$ cat src/sv/lr_shift_reduce_parser_macros.svh
// Assertion macros used by the parse engine datapath.
`ifndef LR_SHIFT_REDUCE_PARSER_MACROS_SVH
`define LR_SHIFT_REDUCE_PARSER_MACROS_SVH

// Same-cycle implication, checked out of reset.
`define LRP_ASSERT_NOW(lbl, ante, cons, msg) \
    lbl: assert property (@(posedge clk) disable iff (!rst_n) (ante) |-> (cons)) else $error(msg);

// Next-cycle implication, checked out of reset.
`define LRP_ASSERT_NEXT(lbl, ante, cons, msg) \
    lbl: assert property (@(posedge clk) disable iff (!rst_n) (ante) |=> (cons)) else $error(msg);

`endif

$ cat src/sv/lrp_pkg.sv
// Types and constants of the LR parse engine.
`timescale 1ns / 1ps
package lrp_pkg;

    typedef enum logic [1:0] {
        REQ_FEED   = 2'd0,
        REQ_ACTION = 2'd1,
        REQ_GOTO   = 2'd2,
        REQ_LENGTH = 2'd3
    } req_t;

    typedef enum logic [1:0] {
        ACT_ERROR  = 2'd0,
        ACT_SHIFT  = 2'd1,
        ACT_REDUCE = 2'd2,
        ACT_ACCEPT = 2'd3
    } act_t;

    typedef enum logic [2:0] {
        EV_REDUCED  = 3'd0,
        EV_SHIFTED  = 3'd1,
        EV_ACCEPTED = 3'd2,
        EV_SYNTAX   = 3'd3,
        EV_STACK    = 3'd4,
        EV_CHAIN    = 3'd5,
        EV_WRITTEN  = 3'd6
    } ev_t;

    typedef enum logic {
        CFG_TOKEN_KINDS      = 1'b0,
        CFG_PRODUCTION_KINDS = 1'b1
    } cfg_idx_t;

    typedef enum logic [2:0] {
        OP_NONE,
        OP_WRITE,
        OP_FEED,
        OP_SHIFT,
        OP_CLEAR,
        OP_LEN,
        OP_POP,
        OP_GOTO
    } op_t;

    localparam logic [5:0] CHAIN_LIMIT = 6'd63;
    localparam logic [6:0] KINDS_RESET = 7'd64;

    typedef struct packed {
        logic [1:0]  req_type;
        logic [5:0]  token_kind;
        logic [13:0] table_address;
        logic [1:0]  action_kind;
        logic [7:0]  entry_value;
    } request_t;

    typedef struct packed {
        logic [2:0] event_res;
        logic [5:0] production;
        logic [7:0] top_state;
        logic       last;
    } result_t;

    typedef struct packed {
        op_t op;
        ev_t ev;
    } cmd_t;

    typedef struct packed {
        act_t act_kind;
        logic depth_full;
        logic chain_max;
        logic arg_big;
        logic len_bad;
    } status_t;

endpackage

$ cat src/sv/lrp_ctrl.sv
// Sequencer of the parse engine: steps each feed request through the table reads and issues table writes.
`timescale 1ns / 1ps
module lrp_ctrl (
    input  logic             clk,
    input  logic             rst_n,
    input  logic             start,
    input  logic [1:0]       req_type,
    input  lrp_pkg::status_t status,
    output lrp_pkg::cmd_t    cmd,
    output logic             busy
);

    typedef enum logic [2:0] {
        S_IDLE,
        S_ACT,
        S_LEN,
        S_STK,
        S_GOTO
    } state_t;

    state_t state_reg, state_next;

    always_comb
    begin
        state_next = state_reg;
        cmd.op = lrp_pkg::OP_NONE;
        cmd.ev = lrp_pkg::EV_SYNTAX;
        unique case (state_reg)
            S_IDLE:
            begin
                if (start)
                begin
                    if (req_type == lrp_pkg::REQ_FEED)
                    begin
                        cmd.op = lrp_pkg::OP_FEED;
                        state_next = S_ACT;
                    end
                    else
                    begin
                        cmd.op = lrp_pkg::OP_WRITE;
                    end
                end
            end
            S_ACT:
            begin
                state_next = S_IDLE;
                unique case (status.act_kind)
                    lrp_pkg::ACT_SHIFT:
                    begin
                        if (status.depth_full)
                        begin
                            cmd.op = lrp_pkg::OP_CLEAR;
                            cmd.ev = lrp_pkg::EV_STACK;
                        end
                        else
                        begin
                            cmd.op = lrp_pkg::OP_SHIFT;
                        end
                    end
                    lrp_pkg::ACT_REDUCE:
                    begin
                        if (status.chain_max)
                        begin
                            cmd.op = lrp_pkg::OP_CLEAR;
                            cmd.ev = lrp_pkg::EV_CHAIN;
                        end
                        else if (status.arg_big)
                        begin
                            cmd.op = lrp_pkg::OP_CLEAR;
                            cmd.ev = lrp_pkg::EV_SYNTAX;
                        end
                        else
                        begin
                            cmd.op = lrp_pkg::OP_LEN;
                            state_next = S_LEN;
                        end
                    end
                    lrp_pkg::ACT_ACCEPT:
                    begin
                        cmd.op = lrp_pkg::OP_CLEAR;
                        cmd.ev = lrp_pkg::EV_ACCEPTED;
                    end
                    default:
                    begin
                        cmd.op = lrp_pkg::OP_CLEAR;
                        cmd.ev = lrp_pkg::EV_SYNTAX;
                    end
                endcase
            end
            S_LEN:
            begin
                if (status.len_bad)
                begin
                    cmd.op = lrp_pkg::OP_CLEAR;
                    cmd.ev = lrp_pkg::EV_STACK;
                    state_next = S_IDLE;
                end
                else
                begin
                    cmd.op = lrp_pkg::OP_POP;
                    state_next = S_STK;
                end
            end
            S_STK:
            begin
                cmd.op = lrp_pkg::OP_NONE;
                state_next = S_GOTO;
            end
            S_GOTO:
            begin
                // push goto state, report reduction, look up action again
                cmd.op = lrp_pkg::OP_GOTO;
                state_next = S_ACT;
            end
            default:
            begin
                state_next = S_IDLE;
            end
        endcase
    end

    always_ff @(posedge clk or negedge rst_n)
    begin
        if (!rst_n)
        begin
            state_reg <= S_IDLE;
        end
        else
        begin
            state_reg <= state_next;
        end
    end

    assign busy = (state_reg != S_IDLE);

endmodule

$ cat config.mk
export PLATFORM = sky130hd
export DESIGN_NAME = lrp_ctrl
export DESIGN_NICKNAME = d
export VERILOG_FILES = /design/src/sv/lr_shift_reduce_parser_macros.svh /design/src/sv/lrp_pkg.sv /design/src/sv/lrp_ctrl.sv
export SDC_FILE = /design/constraint.sdc
export NUM_CORES = 1
export LEC_CHECK = 0
export ABC_AREA = 1
export BUFFER_PORTS_ARGS = -buffer_cell sky130_fd_sc_hd__clkbuf_2
export CORE_AREA = 2 2 39 41
export CTS_CLUSTER_SIZE = 28
export DETAILED_ROUTE_END_ITERATION = 8
export DIE_AREA = 0 0 41 43
export MAX_ROUTING_LAYER = met4
export PLACE_DENSITY_LB_ADDON = 0.05
export SLEW_MARGIN = 20
export SYNTH_ARGS = -nofsm -noshare
export SYNTH_HDL_FRONTEND = slang
export SYNTH_SLANG_ARGS = --single-unit
$ cat constraint.sdc
create_clock -name clk -period 1.7 [get_ports clk]
set_input_delay 0.255 -clock clk [delete_from_list [all_inputs] [get_ports clk]]
set_output_delay 0.255 -clock clk [all_outputs]
set_load 0.1 [all_outputs]
==> flow_summary.json, run 1 <==
{
  "row_count": 14,
  "gp_congestion": 0.725,
  "globalRouteTotalUtil_pct": 11.8,
  "max_cap_violations": 0,
  "slew_violations": 0,
  "period_minus_slack_ps": 1650,
  "avgSynthCellArea_sq_um": 5.44,
  "via_per_inst": 4.35,
  "final_antenna_net_count": 0,
  "postCtsSetupBuffers": 0,
  "h-tree-depth": 1,
  "cp-startpoint": "state_reg[1]",
  "antenna_cells": 0,
  "finalHoldViolations": 0,
  "syn_nets": 72,
  "critPathCaptureType": "output port",
  "slew_headroom_pct": 64.2,
  "hp-start": "start",
  "power_density_nw_per_um2": 1870,
  "hold_class": "input port to flop",
  "layout-drive-gt1-share_pct": 42.2,
  "ioPinCount": 18,
  "vias": 431,
  "max_freq_ghz": 0.606,
  "grt_max_degree": 6,
  "placedCellCount": 94,
  "dpl.hpwl_microns": 695,
  "hold_slack_ps": 337,
  "vdd_drop_max_v": 0.000711,
  "cts_tree": "built",
  "stdcell_count": 99,
  "p_leak_nw": 0.336,
  "synth_cell_types": 13,
  "slowest_delay_ps": 450,
  "start_util_pct": 24.0,
  "clock_skew_ps": 2.74,
  "wl_per_cell_microns": 8.60,
  "drtPass1Iterations": 4,
  "yosysWarnings": 0,
  "reg2reg_from": "state_reg[1]",
  "dieHeight_microns": 43,
  "setup_viol": 0,
  "arrival_ps": 1400,
  "ys_seq_area_share_pct": 22.6,
  "clk_pin_slew_ps": 40,
  "startpoint_type": "flop",
  "yosys_register_bits": 3,
  "overflow": 0,
  "grt_pass1_wl_mm": 1.33,
  "critPathMaxFanout": 5,
  "status": "finished clean",
  "utilization_pct": 42.9,
  "routed_wl_microns": 851,
  "chipWidth_microns": 41,
  "crit_type": "flop to output port",
  "worst_ep_required_time_ps": 1440,
  "drcViolationCount": 0,
  "grt_pass1_vias": 346,
  "syn_area_sq_um": 332,
  "largest_reg_flops": 3,
  "io_buffers": 17,
  "syn_to_final_growth_pct": 79.2,
  "cts_buffer_depth": 2,
  "cp_cell_sequence": "nor2_1 > nand2_2 > inv_4 > nand2_1 > nand3_1 > buf_12",
  "tightestPinTransition_ps": 539,
  "numCtsBuffers": 3,
  "critPathSlowestCell": "dfrtp_2",
  "die_area_sq_um": 1760,
  "clock_latency_ps": 240,
  "cts.root.buffer_cell": "clkbuf_4",
  "fillers": 162,
  "netlist_instances": 61,
  "numClockSinks": 3,
  "fin_crit_sh_pct": 97.1,
  "antenna_found_initial": 0,
  "fin_nets": 95,
  "coreArea_sq_um": 1380,
  "drtIter0Drc": 10
}
-- power by group --
group	total [mW]	switching (mW)	internal, mW
sequential	0.109	0.0226	0.0860
clock	0.128	0.0397	0.0881
combinational	0.874	0.622	0.253
total	1.11	0.684	0.427
-- cells by family (layout without fill, tap and decap cells) --
logic type	after synthesis	after routing	synth area share, %
simple gates	39	39	54.3
buf+inv	15	37	17.0
compound gates	4	4	6.03
flops	3	3	22.6
-- worst max-delay path: cells and delay by family, from the launching register on --
kind,cells,cell delay (ps)
buffers and inverters,2,290
flip-flops,1,450
AND/OR/NAND/NOR,4,420
-- final timing paths --
| kind | end | slack, ps | cells after the start |
|---|---|---|---|
| setup / recovery | cmd[5] | 50 | 6 |
| max in group asynchronous | state_reg[1] | 1230 | 2 |
| hold reg to reg | state_reg[2] | 530 | 1 |
| setup reg to reg | state_reg[1] | 700 | 3 |
| min in group asynchronous | state_reg[1] | 350 | 2 |
| hold / removal | state_reg[0] | 340 | 5 |
-- through the flow --
stage / area, sq um / power (mW) / setup WS (ps) / TNS (ps)
after floorplan: 354 / 0.709 / -27.8 / -51.7
after global placement: 534 / 0.960 / 194 / 0
after detailed placement: 534 / 0.957 / 166 / 0
after CTS: 573 / 1.09 / 0.0211 / 0
after global routing: 594 / 1.18 / -34.8 / -99.4
final: 594 / 1.11 / 49.3 / 0
-- synth_stat cells --
cell type	count	area [sq um]
inv_1	13	48.8
nand3_1	8	40.0
nand2_2	2	12.5
nand2_1	16	60.1
o21ai_1	1	5.00
nor3_1	1	5.00
nor2_1	8	30.0
nand3_2	2	20.0
dfrtp_1	3	75.1
nor2_2	2	12.5
inv_2	2	7.51
a21oi_1	1	5.00
o21ai_0	2	10.0
-- what timing repair did --
item | CTS | global route
resized for setup | 1 | 8
pin swaps | 0 | 0
gates cloned | 0 | 0
hold buffers | 1 | 0
hold endpoints to repair | 3 | 0
endpoints found under the setup margin | 1 | 4
-- routing by layer --
metal  vias to the layer above  GRT usage, %  share of wire (%)
met5                         -             -                  0
met2                        10          16.9                 50
met1                       189          13.9                 42
met4                         0          4.00                1.2
li1                        230             -                  -
met3                         2          6.28                6.9
-- layout make-up --
cell class / count / area [sq um] / area share [%]
flip-flops and latches: 3 / 76.3 / 12.8
multi-input cells: 43 / 240 / 40.4
repair buffers: 18 / 173 / 29.1
clock buffers: 4 / 26.3 / 4.42
well taps: 16 / 20.0 / 3.37
inverters: 15 / 58.8 / 9.89
-- cells in the final DEF, fill, tap and decap left out, types with 2 or more instances in the layout --
cell | synthesis | routed
nor2_2 | 2 | 3
nand3_1 | 8 | 8
nand2_2 | 2 | 2
inv_2 | 2 | 2
dfrtp_1 | 3 | 2
clkbuf_2 | 0 | 11
inv_1 | 13 | 12
nor2_1 | 8 | 6
nand2_1 | 16 | 15
clkbuf_4 | 0 | 3
buf_12 | 0 | 5
(Power assumes the default switching activity.)
==> run 2, diff against run 1 <==
==> constraint.sdc (replaced) <==
create_clock -name clk -period 1.7 [get_ports clk]
set_input_delay 0.51 -clock clk [delete_from_list [all_inputs] [get_ports clk]]
set_output_delay 0.51 -clock clk [all_outputs]
set_load 0.1 [all_outputs]
==> run 2 against run 1 <==
The flow now finishes with violations (setup timing). First-iteration DRC count decreased by 90%. Routed wire length up 1.5%. Worst hold slack got worse by 270 ps. Clock skew is 2.5 ps lower. Power rose by 18%. Utilization is 12 points higher. Sequential cell count unchanged. Combinational power is 24% higher. Maximum frequency decreased by 9.2%. Critical path depth did not move. Design area grew 29%. Global-route usage is 1.1 points higher. Largest cell class unchanged.
==> flow_summary.json, run 2 (synthesis results as in run 1) <==
{
  "p_int_uw": 565,
  "tightestPinTransition_ps": 191,
  "cp_top_family": "flip-flops",
  "vias": 447,
  "max_freq_ghz": 0.550,
  "slew_headroom_pct": 87.2,
  "stdcell_count": 105,
  "row_count": 14,
  "largest_reg_flops": 3,
  "vdd_drop_max_v": 0.00127,
  "via_per_inst": 4.26,
  "layout-drive-gt1-share_pct": 68.5,
  "worst_ep_required_time_ps": 1190,
  "h-tree-depth": 1,
  "numCtsBuffers": 3,
  "violations": "setup timing",
  "seqPwrFrac_pct": 8.2,
  "slew_violations": 0,
  "dpl.hpwl_microns": 727,
  "grt_pass1_vias": 419,
  "globalRouteTotalUtil_pct": 13.0,
  "io_buffers": 17,
  "cts_buffer_depth": 2,
  "chipWidth_microns": 41,
  "startpoint_type": "flop",
  "setup_tns_ps": -590,
  "power_density_nw_per_um2": 1710,
  "fillers": 138,
  "routed_wl_microns": 864,
  "combPwrFrac_pct": 82.5,
  "numClockSinks": 3,
  "crit_type": "flop to output port",
  "gp_congestion": 0.788,
  "clk_pin_slew_ps": 40,
  "hold_buffers": 0,
  "drcViolationCount": 0,
  "layout_setup_ws_ps": -119,
  "p_sw_uw": 747,
  "p_sw_share_pct": 57.0,
  "cts_tree": "built",
  "critPathSlowestCell": "dfrtp_2",
  "p_leak_nw": 0.399,
  "drtPass1Iterations": 2,
  "fin_crit_sh_pct": 107,
  "p_total_mw": 1.31,
  "grt_max_degree": 6,
  "dieHeight_microns": 43,
  "clock_skew_ps": 0.270,
  "critPathMaxFanout": 4,
  "final_common_cell": "clkbuf_2",
  "start_util_pct": 24.0,
  "overflow": 0,
  "syn_to_final_growth_pct": 131,
  "layout_common_cells": "10 x clkbuf_2, 8 x inv_1, 8 x nand2_1",
  "drtIter0Drc": 1,
  "max_cap_violations": 0,
  "final_antenna_net_count": 0,
  "status": "complete, but fails checks",
  "cp_cell_sequence": "nor2_4 > nand3_1 > nand2_1 > inv_1 > nand2_2 > buf_12",
  "ioPinCount": 18,
  "placedCellCount": 98,
  "clock_latency_ps": 230,
  "period_minus_slack_ps": 1820,
  "grt_pass1_wl_mm": 1.53,
  "place_ws_ps": -113,
  "wl_per_cell_microns": 8.23,
  "arrival_ps": 1310,
  "antenna_found_initial": 0,
  "hold_class": "input port to async pin",
  "clock_power_share_pct": 9.3,
  "coreArea_sq_um": 1380,
  "setup_viol": 7,
  "finalHoldViolations": 0,
  "fin_nets": 101,
  "crit_buf_inv": 2,
  "die_area_sq_um": 1760,
  "critPathCaptureType": "output port",
  "slowest_delay_ps": 450,
  "rsz0062_at_grt": "true",
  "cts.root.buffer_cell": "clkbuf_4",
  "antenna_cells": 0
}
## run 2: path summary, 6_finish.rpt
kind / end / cells past startpoint / from / slack (ps)
max: cmd[3] / 6 / state_reg[1] / -120
min: state_reg[2] / 1 / rst_n / 70
max reg2reg: state_reg[0] / 8 / state_reg[1] / 550
min reg2reg: state_reg[2] / 2 / state_reg[2] / 620
max in group asynchronous: state_reg[1] / 1 / rst_n / 1510
min in group clk: state_reg[0] / 5 / start / 600
## run 2: area by class of cell
type,count,area [sq um],share of cell area (%)
tap,16,20.0,2.61
clock buffer,4,26.3,3.43
sequential,3,77.6,10.1
timing repair buffer,24,246,32.2
inverter,15,72.6,9.48
multi-input combinational,43,323,42.2
## run 2: layer usage
metal / global-route usage [%] / share of wire (%) / up-vias
met5: - / 0 / -
met4: 8.00 / 0 / 0
met3: 1.57 / 2.5 / 0
met2: 18.8 / 57 / 9
met1: 16.4 / 40 / 197
li1: - / - / 241
## run 2: power by group through the flow
stage	logic (mW)	registers, mW	clock network [mW]
after CTS	1.03	0.108	0.129
after detailed placement	0.994	0.106	0
after global placement	0.992	0.106	0
final	1.08	0.108	0.121
after global routing	1.14	0.111	0.135
after floorplan	0.658	0.104	0
## run 2: repair_timing
action | in CTS | in global routing
buffers inserted | 1 | 2
endpoints found under the setup margin | 6 | 6
resized for setup | 10 | 11
pin swaps | 3 | 5
## run 2: metrics by stage
stage | utilization, % | instance area [sq um] | hold slack (ps)
global placement | 47.4 | 656 | 307
detailed placement | 47.4 | 656 | 308
CTS | 51.5 | 713 | 59.3
floorplan | - | 415 | 214
global route | 55.3 | 766 | 54.6
finish | 55.3 | 766 | 68.9
==> run 3, diff against run 2 <==
--- a/config.mk
+++ b/config.mk
@@ -12,7 +12,6 @@
 export DETAILED_ROUTE_END_ITERATION = 8
 export DIE_AREA = 0 0 41 43
 export MAX_ROUTING_LAYER = met4
-export PLACE_DENSITY_LB_ADDON = 0.05
 export SLEW_MARGIN = 20
 export SYNTH_ARGS = -nofsm -noshare
 export SYNTH_HDL_FRONTEND = slang
==> run 3 against run 2 <==
The flow still finishes with violations (setup timing). Sequential power grew 4%. Maximum frequency shrank 2.2%. Sequential cell count is the same. Largest power group unchanged. Via count is the same. Clock skew grew 2.5 ps. Critical endpoint is now cmd[0]. Count of clock-buffer cells in the layout is the same.
==> flow_summary.json, run 3 (synthesis results as in run 1) <==
{
  "critPathCaptureType": "output port",
  "h-tree-depth": 1,
  "grt_pass1_vias": 431,
  "grtUsageMet2_pct": 21.9,
  "overflow": 0,
  "dieHeight_microns": 43,
  "p_sw_share_pct": 58.2,
  "grt_pass1_wl_mm": 1.65,
  "clk_pin_slew_ps": 40,
  "combPwrFrac_pct": 81.2,
  "chipWidth_microns": 41,
  "layout-drive-gt1-share_pct": 68.6,
  "clock_power_share_pct": 10.0,
  "globalRouteTotalUtil_pct": 14.2,
  "rrSetupSlack_ps": 570,
  "p_total_mw": 1.28,
  "grtUsageMet3_pct": 7.85,
  "top_usage_layer": "met2",
  "rsz0062_at_grt": "true",
  "drtPass1Iterations": 4,
  "startpoint_type": "flop",
  "cp_cell_sequence": "buf_4 > inv_2 > nor2_2 > nand3_2 > nand3_4 > buf_12",
  "antenna_found_initial": 0,
  "seqPwrFrac_pct": 8.8,
  "ioPinCount": 18,
  "setup_viol": 6,
  "placedCellCount": 96,
  "reg2reg_from": "state_reg[1]",
  "hold_class": "input port to async pin",
  "numCtsBuffers": 3,
  "clock_latency_ps": 240,
  "cts_tree": "built",
  "slew_violations": 0,
  "dpl.hpwl_microns": 752,
  "start_util_pct": 24.0,
  "final_antenna_net_count": 0,
  "fin_nets": 98,
  "fin_crit_sh_pct": 109,
  "cts.root.buffer_cell": "clkbuf_4",
  "clock_skew_ps": 2.73,
  "io_buffers": 17,
  "period_minus_slack_ps": 1860,
  "vdd_drop_max_v": 0.000741,
  "place_ws_ps": -94.5,
  "p_leak_nw": 0.379,
  "slowest_delay_ps": 430,
  "vias": 447,
  "multi_input_area_sq_um": 318,
  "max_cap_violations": 0,
  "antenna_cells": 0,
  "via_per_inst": 4.38,
  "layout_setup_ws_ps": -159,
  "final_common_cell": "clkbuf_2",
  "r2r_end": "state_reg[1]",
  "gp_congestion": 0.823,
  "wl_per_cell_microns": 9.22,
  "grt_use_met1_pct": 16.2,
  "stdcell_count": 102,
  "tightestPinTransition_ps": 196,
  "critPathSlowestCell": "dfrtp_2",
  "power_density_nw_per_um2": 1740,
  "drcViolationCount": 0,
  "coreArea_sq_um": 1380,
  "ff_latch_area_sq_um": 78.8,
  "p_sw_uw": 743,
  "finalHoldViolations": 0,
  "arrival_ps": 1350,
  "drtIter0Drc": 3,
  "fillers": 131,
  "cts_buffer_depth": 2,
  "max_freq_ghz": 0.538,
  "critPathMaxFanout": 4,
  "utilization_pct": 53.0,
  "reg2reg_depth": 6,
  "crit_type": "flop to output port",
  "violations": "setup timing",
  "grt_max_degree": 6,
  "routed_wl_microns": 940,
  "status": "complete, but fails checks",
  "die_area_sq_um": 1760,
  "row_count": 14,
  "p_int_uw": 534,
  "worst_ep_required_time_ps": 1190,
  "layout_common_cells": "10 x clkbuf_2, 9 x nand2_1, 8 x inv_1",
  "numClockSinks": 3,
  "slew_headroom_pct": 86.9,
  "syn_to_final_growth_pct": 121,
  "largest_reg_flops": 3
}
run 3: cell count changes in the layout (fill, tap and decap cells not counted):
cell	change
inv_4	+1
nor2_2	+1
nor2_1	-1
buf_4	-2
nand2_4	-1
dfrtp_2	+1
buf_6	-1
clkinv_4	-1
dfrtp_1	-1
nand2_1	+1
run 3: power groups by stage:
stage / logic (mW) / clock network, mW / registers (mW)
floorplan: 0.658 / 0 / 0.104
global placement: 0.986 / 0 / 0.107
detailed placement: 0.992 / 0 / 0.108
CTS: 1.03 / 0.137 / 0.113
global route: 1.09 / 0.147 / 0.115
finish: 1.04 / 0.127 / 0.112
run 3: worst max-delay path by stage:
stage	start	end	slack [ps]	cells past startpoint
5_1_grt	state_reg[2]	cmd[4]	-230	6
3_3_place_gp	status[5]	cmd[4]	-80	7
4_1_cts	state_reg[1]	cmd[5]	-150	6
3_5_place_dp	status[5]	cmd[4]	-90	7
2_1_floorplan	state_reg[0]	cmd[1]	-70	4
6_report	state_reg[1]	cmd[0]	-160	6
run 3: metrics by stage:
step | hold slack (ps) | TNS [ps] | instance area (sq um)
global placement | 305 | -195 | 641
detailed placement | 308 | -262 | 641
CTS | 49.1 | -806 | 702
global route | 44.1 | -1200 | 733
floorplan | 214 | -209 | 415
finish | 59.6 | -759 | 733
run 3: layout make-up:
| cell class | count | area share, % |
|---|---|---|
| inverters | 15 | 9.56 |
| flip-flops and latches | 3 | 10.8 |
| well taps | 16 | 2.73 |
| repair buffers | 21 | 30.0 |
| multi-input cells | 43 | 43.3 |
| clock buffers | 4 | 3.58 |
run 3: timing repair:
action	CTS	global route
hold buffers	0	0
pin swaps	1	1
resized for setup	12	7
setup buffers	1	1
endpoints found under the setup margin	6	6
run 3: critical path: cells and delay by family (launching register included):
kind          cells  cell delay (ps)
simple gates      3              330
buf+inv           3              350
flops             1              430
run 3: layer usage:
layer	vias up	part of all wire [%]
met5	-	0
met4	0	0
met3	0	8.1
met2	14	54
met1	196	38
li1	237	-
